`src/rtl/qdt_pkg.sv`:
```
// Shared types and constants of the dual quadrature encoder ticker.
// No dependencies; every other file of the block imports this package.
package qdt_pkg;

  // Field widths fixed by the block's interface.
  localparam int PHASE_W  = 2;
  localparam int DELTA_W  = 8;
  localparam int PERIOD_W = 16;

  // Default number of accepted steps between toggles of a status bit.
  localparam int STEPS_PER_TOGGLE_DEF = 16;

  // Command codes carried by each input item.
  typedef enum logic [1:0] {
    CMD_TICK     = 2'd0,
    CMD_READ_ONE = 2'd1,
    CMD_READ_TWO = 2'd2,
    CMD_UNUSED   = 2'd3
  } cmd_t;

  // Per-encoder control from the top level to a tracker.
  typedef struct packed {
    logic tick;   // sample the phases of this transfer
    logic clear;  // read-clear the step accumulator
  } trk_ctrl_t;

endpackage

```
`src/rtl/qdt_track.sv`:
```
// Tracker for one quadrature encoder: Gray-to-binary phase, step accumulator
// and toggle group counter. Depends on qdt_pkg.
module qdt_track #(
  parameter int STEPS_PER_TOGGLE = qdt_pkg::STEPS_PER_TOGGLE_DEF
) (
  input  logic                                  clk,
  input  logic                                  rst,
  input  qdt_pkg::trk_ctrl_t                    ctrl,
  input  logic                                  phase_a,
  input  logic                                  phase_b,
  output logic signed [qdt_pkg::DELTA_W-1:0]    sum,
  output logic                                  toggle
);
  import qdt_pkg::*;

  localparam int CNT_W = (STEPS_PER_TOGGLE > 1) ? $clog2(STEPS_PER_TOGGLE) : 1;
  localparam logic [CNT_W-1:0] CNT_LAST = CNT_W'(STEPS_PER_TOGGLE - 1);

  logic [PHASE_W-1:0]        last_phase;
  logic signed [DELTA_W-1:0] step_sum;
  logic [CNT_W-1:0]          step_count;

  logic [PHASE_W-1:0] phase_now;
  logic [PHASE_W-1:0] phase_diff;
  logic               step;

  // Phase A maps to 3 and phase B flips the low bit.
  assign phase_now  = {phase_a, phase_a ^ phase_b};
  assign phase_diff = last_phase - phase_now;
  assign step       = ctrl.tick && phase_diff[0];
  assign toggle     = step && (step_count == CNT_LAST);
  assign sum        = step_sum;

  // A step stores the new phase and moves the accumulator one count up or down.
  always_ff @(posedge clk) begin
    if (rst) begin
      last_phase <= '0;
      step_sum   <= '0;
      step_count <= '0;
    end else if (ctrl.clear) begin
      step_sum <= '0;
    end else if (step) begin
      last_phase <= phase_now;
      if (phase_diff[1]) begin
        step_sum <= step_sum + DELTA_W'(1);
      end else begin
        step_sum <= step_sum - DELTA_W'(1);
      end
      if (toggle) begin
        step_count <= '0;
      end else begin
        step_count <= step_count + CNT_W'(1);
      end
    end
  end

endmodule

```
`src/rtl/qdt_period.sv`:
```
// Report period counter: pulses a report flag every report_period ticks.
// Depends on qdt_pkg.
module qdt_period (
  input  logic                          clk,
  input  logic                          rst,
  input  logic                          tick,
  input  logic [qdt_pkg::PERIOD_W-1:0]  report_period,
  output logic                          report
);
  import qdt_pkg::*;

  logic [PERIOD_W-1:0] period_count;
  logic [PERIOD_W-1:0] count_inc;
  logic                active;

  // A zero period holds the counter and never reports.
  assign active    = tick && (report_period != '0);
  assign count_inc = period_count + PERIOD_W'(1);
  assign report    = active && (count_inc >= report_period);

  always_ff @(posedge clk) begin
    if (rst) begin
      period_count <= '0;
    end else if (active) begin
      if (report) begin
        period_count <= '0;
      end else begin
        period_count <= count_inc;
      end
    end
  end

endmodule

```
`src/rtl/dual_quadrature_encoder_ticker_unit.sv`:
```
// Top level of the dual quadrature encoder ticker.
// Depends on qdt_pkg, qdt_track and qdt_period.
//
// Usage:
// - Input channel (in_valid/in_ready): one command per transfer. A tick
//   command carries the sampled A/B phases of both encoders; read commands
//   return one encoder's step accumulator and clear it.
// - Output channel (out_valid/out_ready): exactly one result per command,
//   in command order: delta_value, report_due, pin_change, toggle_bits.
// - Configuration: cfg_wr_en writes report_period from cfg_wr_data in the
//   same cycle; write it only while no command is in flight.
// - Path: a command accepted into the input register is evaluated from it
//   and is loaded into the output register as soon as that register can
//   take it, that is while out_valid is low or out_ready is high.
// - Throughput: one command per cycle while out_ready is high; all state
//   updates are made from the input register as the output register loads.
// - Stall: while out_valid and !out_ready the output register holds; the input
//   register still takes one command, after which in_ready drops.
// - Reset (rst, synchronous): clears all counters, accumulators, phases,
//   status bits, report_period and both valid flags.
module dual_quadrature_encoder_ticker_unit #(
  parameter int STEPS_PER_TOGGLE = qdt_pkg::STEPS_PER_TOGGLE_DEF
) (
  input  logic                                clk,
  input  logic                                rst,
  // Configuration
  input  logic                                cfg_wr_en,
  input  logic [qdt_pkg::PERIOD_W-1:0]        cfg_wr_data,
  // Command channel
  input  logic                                in_valid,
  output logic                                in_ready,
  input  logic [1:0]                          command,
  input  logic                                enc1_a,
  input  logic                                enc1_b,
  input  logic                                enc2_a,
  input  logic                                enc2_b,
  // Result channel
  output logic                                out_valid,
  input  logic                                out_ready,
  output logic signed [qdt_pkg::DELTA_W-1:0]  delta_value,
  output logic                                report_due,
  output logic                                pin_change,
  output logic [1:0]                          toggle_bits
);
  import qdt_pkg::*;

  // Configuration register.
  logic [PERIOD_W-1:0] report_period;

  always_ff @(posedge clk) begin
    if (rst) begin
      report_period <= '0;
    end else if (cfg_wr_en) begin
      report_period <= cfg_wr_data;
    end
  end

  // Input register.
  logic s1_valid;
  cmd_t s1_command;
  logic s1_a1, s1_b1, s1_a2, s1_b2;
  logic s1_adv;

  assign s1_adv   = s1_valid && (!out_valid || out_ready);
  assign in_ready = !s1_valid || s1_adv;

  always_ff @(posedge clk) begin
    if (rst) begin
      s1_valid <= 1'b0;
    end else if (in_ready) begin
      s1_valid <= in_valid;
    end
  end

  always_ff @(posedge clk) begin
    if (in_valid && in_ready) begin
      s1_command <= cmd_t'(command);
      s1_a1      <= enc1_a;
      s1_b1      <= enc1_b;
      s1_a2      <= enc2_a;
      s1_b2      <= enc2_b;
    end
  end

  // Command decode into per-unit controls.
  trk_ctrl_t ctrl_one, ctrl_two;
  logic      tick;

  always_comb begin
    ctrl_one = '0;
    ctrl_two = '0;
    tick     = 1'b0;
    if (s1_adv) begin
      unique case (s1_command)
        CMD_TICK: begin
          tick          = 1'b1;
          ctrl_one.tick = 1'b1;
          ctrl_two.tick = 1'b1;
        end
        CMD_READ_ONE: ctrl_one.clear = 1'b1;
        CMD_READ_TWO: ctrl_two.clear = 1'b1;
        CMD_UNUSED:   ;
      endcase
    end
  end

  logic signed [DELTA_W-1:0] sum_one, sum_two;
  logic                      toggle_one, toggle_two;
  logic                      report;

  qdt_track #(
    .STEPS_PER_TOGGLE(STEPS_PER_TOGGLE)
  ) u_track_one (
    .clk     (clk),
    .rst     (rst),
    .ctrl    (ctrl_one),
    .phase_a (s1_a1),
    .phase_b (s1_b1),
    .sum     (sum_one),
    .toggle  (toggle_one)
  );

  qdt_track #(
    .STEPS_PER_TOGGLE(STEPS_PER_TOGGLE)
  ) u_track_two (
    .clk     (clk),
    .rst     (rst),
    .ctrl    (ctrl_two),
    .phase_a (s1_a2),
    .phase_b (s1_b2),
    .sum     (sum_two),
    .toggle  (toggle_two)
  );

  qdt_period u_period (
    .clk           (clk),
    .rst           (rst),
    .tick          (tick),
    .report_period (report_period),
    .report        (report)
  );

  // Status bits flip once per completed toggle group.
  logic [1:0] status_bits;
  logic [1:0] status_bits_next;

  assign status_bits_next = status_bits ^ {toggle_two, toggle_one};

  always_ff @(posedge clk) begin
    if (rst) begin
      status_bits <= '0;
    end else begin
      status_bits <= status_bits_next;
    end
  end

  // Result selection.
  logic signed [DELTA_W-1:0] delta_sel;

  always_comb begin
    if (ctrl_one.clear) begin
      delta_sel = sum_one;
    end else if (ctrl_two.clear) begin
      delta_sel = sum_two;
    end else begin
      delta_sel = '0;
    end
  end

  // Output register.
  always_ff @(posedge clk) begin
    if (rst) begin
      out_valid <= 1'b0;
    end else if (s1_adv) begin
      out_valid <= 1'b1;
    end else if (out_ready) begin
      out_valid <= 1'b0;
    end
  end

  always_ff @(posedge clk) begin
    if (s1_adv) begin
      delta_value <= delta_sel;
      report_due  <= report;
      pin_change  <= toggle_one || toggle_two;
      toggle_bits <= status_bits_next;
    end
  end

  // A nonzero delta only comes from a read, which never reports or toggles.
  a_read_quiet : assert property (@(posedge clk) disable iff (rst)
    (out_valid && (delta_value != '0)) |-> (!report_due && !pin_change))
    else $error("read result carries report or pin change flag");

  // Status bits move only with a pin change result loaded alongside.
  a_status_change : assert property (@(posedge clk) disable iff (rst)
    (!$stable(status_bits)) |-> (out_valid && pin_change && (toggle_bits == status_bits)))
    else $error("status bits changed without a pin change result");

  // A command waiting behind a stalled result is never dropped.
  a_hold_pending : assert property (@(posedge clk) disable iff (rst)
    (s1_valid && out_valid && !out_ready) |=> s1_valid)
    else $error("pending command lost during output stall");

endmodule
```
`config.mk`:
```
export PLATFORM = sky130hd
export DESIGN_NAME = dual_quadrature_encoder_ticker_unit
export DESIGN_NICKNAME = d
export VERILOG_FILES = /design/src/rtl/qdt_pkg.sv /design/src/rtl/qdt_track.sv /design/src/rtl/qdt_period.sv /design/src/rtl/dual_quadrature_encoder_ticker_unit.sv
export SDC_FILE = /design/constraint.sdc
export NUM_CORES = 1
export LEC_CHECK = 0
export BUFFER_PORTS_ARGS = -buffer_cell sky130_fd_sc_hd__buf_4
export CAP_MARGIN = 20
export CORE_MARGIN = 4
export CORE_UTILIZATION = 60
export DETAILED_ROUTE_END_ITERATION = 7
export PLACE_DENSITY = 0.8
export SLEW_MARGIN = 20
export SYNTH_ARGS = -nofsm -noshare
export SYNTH_HDL_FRONTEND = slang
export SYNTH_HIERARCHICAL = 1
export SYNTH_SLANG_ARGS = --single-unit
export TNS_END_PERCENT = 20
```
`constraint.sdc`:
```
create_clock -name clk -period 3.7 [get_ports clk]
set_clock_uncertainty 0.1 [all_clocks]
set_input_delay 0.74 -clock clk [delete_from_list [all_inputs] [get_ports clk]]
set_output_delay 0.74 -clock clk [all_outputs]
set_load 0.005 [all_outputs]
```
==> metrics.md <==
| Metric | Value |
|---|---|
| Status | complete, no violations |
| Die Wd | about 96 µm |
| Setup TNS | 0 ps |
| Sequential Power Share | between 50% and 60% |
| Fmax | around 0.29 GHz |
| Die Height | around 96 µm |
| Area occupied by registers | between 1500 and 2000 µm² |
| I/O Buffers | 40 |
| DR vias | 3588 |
| Drt total wl | approximately 9900 µm |
| Hold_sp | u_track_two/last_phase[1] |
| Power Dens Cells | 351 nW/µm² |
| RSZ-0062 raised after global routing | false |
| Worst Path Required | slightly below 4000 ps |
| Worst-path fanout max | 5 |
| Starting Density | a little over three fifths |
| WP data arrival | between 3000 and 4000 ps |
| DRC violations left | 0 |
| CP endpoint kind | flip-flop |
| Fin nets | around 570 |
| CTS Buf Count | 9 |
| Post-synthesis cell type count | between 50 and 60 |
| P_sw | between 0.0004 and 0.0005 W |
| Worst Setup SP | u_period/period_count[0] |
| CTS tree | built |
| First-pass DRT Iterations | 5 |
| Gr ovfl total | 0 |
| Startpoint Class | flip-flop |
| Area of the core | about 7400 µm² |
| Final Critical Period | between 3000 and 4000 ps |
| Area grow syn2layout | 11.5% |
| Setup Viol. Count Final | 0 |
| Syn Inst Count | 481 |
| CTS clk-pin slew, worst paths | around 90 ps |
| Synth Area per Inst | between 9 and 10 µm² |
| Initial antenna violation count | 0 |
| CTS Sinks | around 80 |
| Largest net degree at the start of global routing | 47 |
| WL/cell | approximately 16 µm |
| Rel. slew slack | around half |
| Most common cell after layout, fill and taps aside | dfxtp_1 |
| Pwr Total | about 0.0018 W |
| Dominant synthesized flop cell | dfxtp_1 |
| Max Cap Viol | 0 |
| FF+latch count, synth | between 80 and 90 |
| Worst skew pair latency | roughly 350 ps |
| Lkg Pwr | 1.95 nW |
| I/O Pins | about 40 |
| Cts hold-fix bufs | 0 |
| Die area | 9190 µm² |
| # fillers | 582 |
| ANT nets after route | 0 |
| GPL Wtd Cong | about 0.93 |
| GRT Util Overall | 23.0% |
| Htree depth | 3 |
| Sw Share | between 20% and 30% |
| ANT cells | 0 |
| Bufs on Longest Clock Path | 2 |
| Final Hold Vio Count | 0 |
| Hpwl dp | slightly above 7000 µm |
| CTS root buffer | clkbuf_8 |
| Register area share after synthesis | 39.3% |
| Post-synth EDFFs | 18 |
| Mapped Nets | between 500 and 600 |
| Vias in the first global route | 3531 |
| Worst Hold Class | flip-flop to flip-flop |
| Iter 0 DRT Violations | between 150 and 200 |
| Layout cell share with drive strength beyond 1 | 19.9% |
| Comb power frac | between 10% and 20% |
| First-pass GRT wire length | around 17000 µm |
| Most frequent cells in the layout | 64 x dfxtp_1, 48 x nor2_1, 46 x buf_4 |
| Mapped Area | ~4600 µm² |
| R2R Path Start | u_period/period_count[0] |
| Pins Over Slew Limit | 0 |
| Synth warnings | 6 |
| Setup CP Type | flip-flop to flip-flop |
| Clock share of power | between 30 and 40% |
| # rows | 31 |
| Multi-input logic area | between 2000 and 3000 µm² |
| FFs w/ async S/R, synth | 0% |
| Least-Margin Pin Slew | 762 ps |
| Peak VDD IR | between 200 and 250 µV |
| Tcrit/Tclk final | between 90% and 100% |
| Vias per cell | ~5.8 |
| P_int | between 0.001 and 0.0015 W |
[registers in the layout (all words and copies together) (netlist names)]
name	cells
pin_change	1
u_track_two/sum	8
u_period/period_count	16
s1_a1	1
u_track_two/step_count	4
s1_a2	1
s1_b2	1
u_track_one/step_count	4
s1_valid	1
out_valid	1
report_due	1
toggle_bits	2
report_period	16
s1_b1	1
status_bits	2
u_track_one/sum	8
delta_value	8
u_track_two/last_phase	2
s1_command	2
u_track_one/last_phase	2
[per-layer routing]
metal / wire, µm / track usage (%) / share of wire [%] / vias up
met5: 0 / 0 / 0 / -
met4: 223 / 10.3 / 2.3 / 0
met3: 346 / 3.28 / 3.5 / 16
met2: 5010 / 39.4 / 51 / 81
met1: 4290 / 28.5 / 43 / 1688
li1: - / - / - / 1803
[stage by stage]
stage | hold WS, ps | cell area, µm² | cells | utilization, % | setup WS [ps]
2_1_floorplan | 348 | 4630 | 481 | - | 596
3_3_place_gp | 361 | 4970 | 606 | 67.4 | 518
3_5_place_dp | 382 | 4970 | 606 | 67.4 | 375
4_1_cts | 391 | 5160 | 622 | 70.0 | 351
5_1_grt | 427 | 5170 | 622 | 70.1 | 4.09
6_report | 394 | 5170 | 622 | 70.1 | 308
[timing repair]
action / 4_1_cts / 5_1_grt
setup buffers: 0 / 0
endpoints found under the setup margin: 0 / 1
resized for setup: 0 / 1
[power by group through the flow]
stage               clock network [W]  logic (W)  registers [W]
floorplan                           0   0.000160       0.000974
global placement                    0   0.000201       0.000984
detailed placement                  0   0.000207       0.000984
CTS                          0.000660   0.000207       0.000964
global route                 0.000703   0.000230       0.000968
finish                       0.000643   0.000208       0.000964
[synth_stat cells (3+ instances only)]
cell / number / area, µm²
a211oi_1: 4 / 30.0
a211oi_2: 7 / 87.6
a21oi_1: 22 / 110
a22oi_1: 4 / 30.0
and3_1: 4 / 25.0
and4_1: 4 / 35.0
buf_6: 7 / 78.8
clkbuf_1: 11 / 41.3
dfxtp_1: 64 / 1280
edfxtp_1: 18 / 541
ha_1: 23 / 288
inv_1: 24 / 90.1
mux2i_1: 22 / 220
nand2_1: 31 / 116
nand2b_1: 3 / 18.8
nand3_1: 7 / 35.0
nand3b_1: 17 / 128
nand4_1: 7 / 43.8
nor2_1: 48 / 180
nor2b_1: 5 / 31.3
nor3_1: 26 / 130
nor3b_1: 6 / 45.0
nor4_1: 7 / 43.8
nor4_2: 7 / 87.6
nor4b_2: 5 / 75.1
o21a_1: 6 / 45.0
o21ai_0: 15 / 75.1
or2_2: 6 / 37.5
or3_1: 7 / 43.8
or4_1: 4 / 30.0
xnor2_1: 19 / 166
xor2_1: 13 / 114
[critical path, stage by stage (launching register included)]
cell     delay (ps)
dfxtp_1         420
ha_1            250
nand4_1         140
nor2_1          270
nand3_1         150
xnor2_1         240
ha_1            280
nand4_2         110
nor3_1           60
or3_1           430
nor4_4          340
or4b_1          460
o21ai_1          80
[cell type report]
cell class / instances / share of cell area, %
clock buffer: 9 / 2.40
clock inverter: 7 / 1.33
inverter: 25 / 1.82
multi-input combinational: 354 / 50.1
sequential: 82 / 35.3
tap: 99 / 2.40
timing repair buffer: 46 / 6.68
[kinds of logic after synthesis]
family	Yosys count	synth area share [%]
adder cells (fa/ha/maj)	23	6.21
multiplexers	22	4.75
XOR/XNOR	34	7.13
flip-flops	82	39.3
buffers and inverters	45	4.94
AND/OR/NAND/NOR	210	27.8
AO/OA/AOI/OAI	65	9.80
[path summary, 6_finish.rpt]
path	endpoint	slack (ps)	cells after the start
min reg2reg	u_track_two/last_phase[1]	390	2
max	u_period/period_count[15]	310	12
max reg2reg	u_period/period_count[15]	310	12
min	u_track_two/last_phase[1]	390	2
No activity file was read; power rests on OpenSTA's default activity.
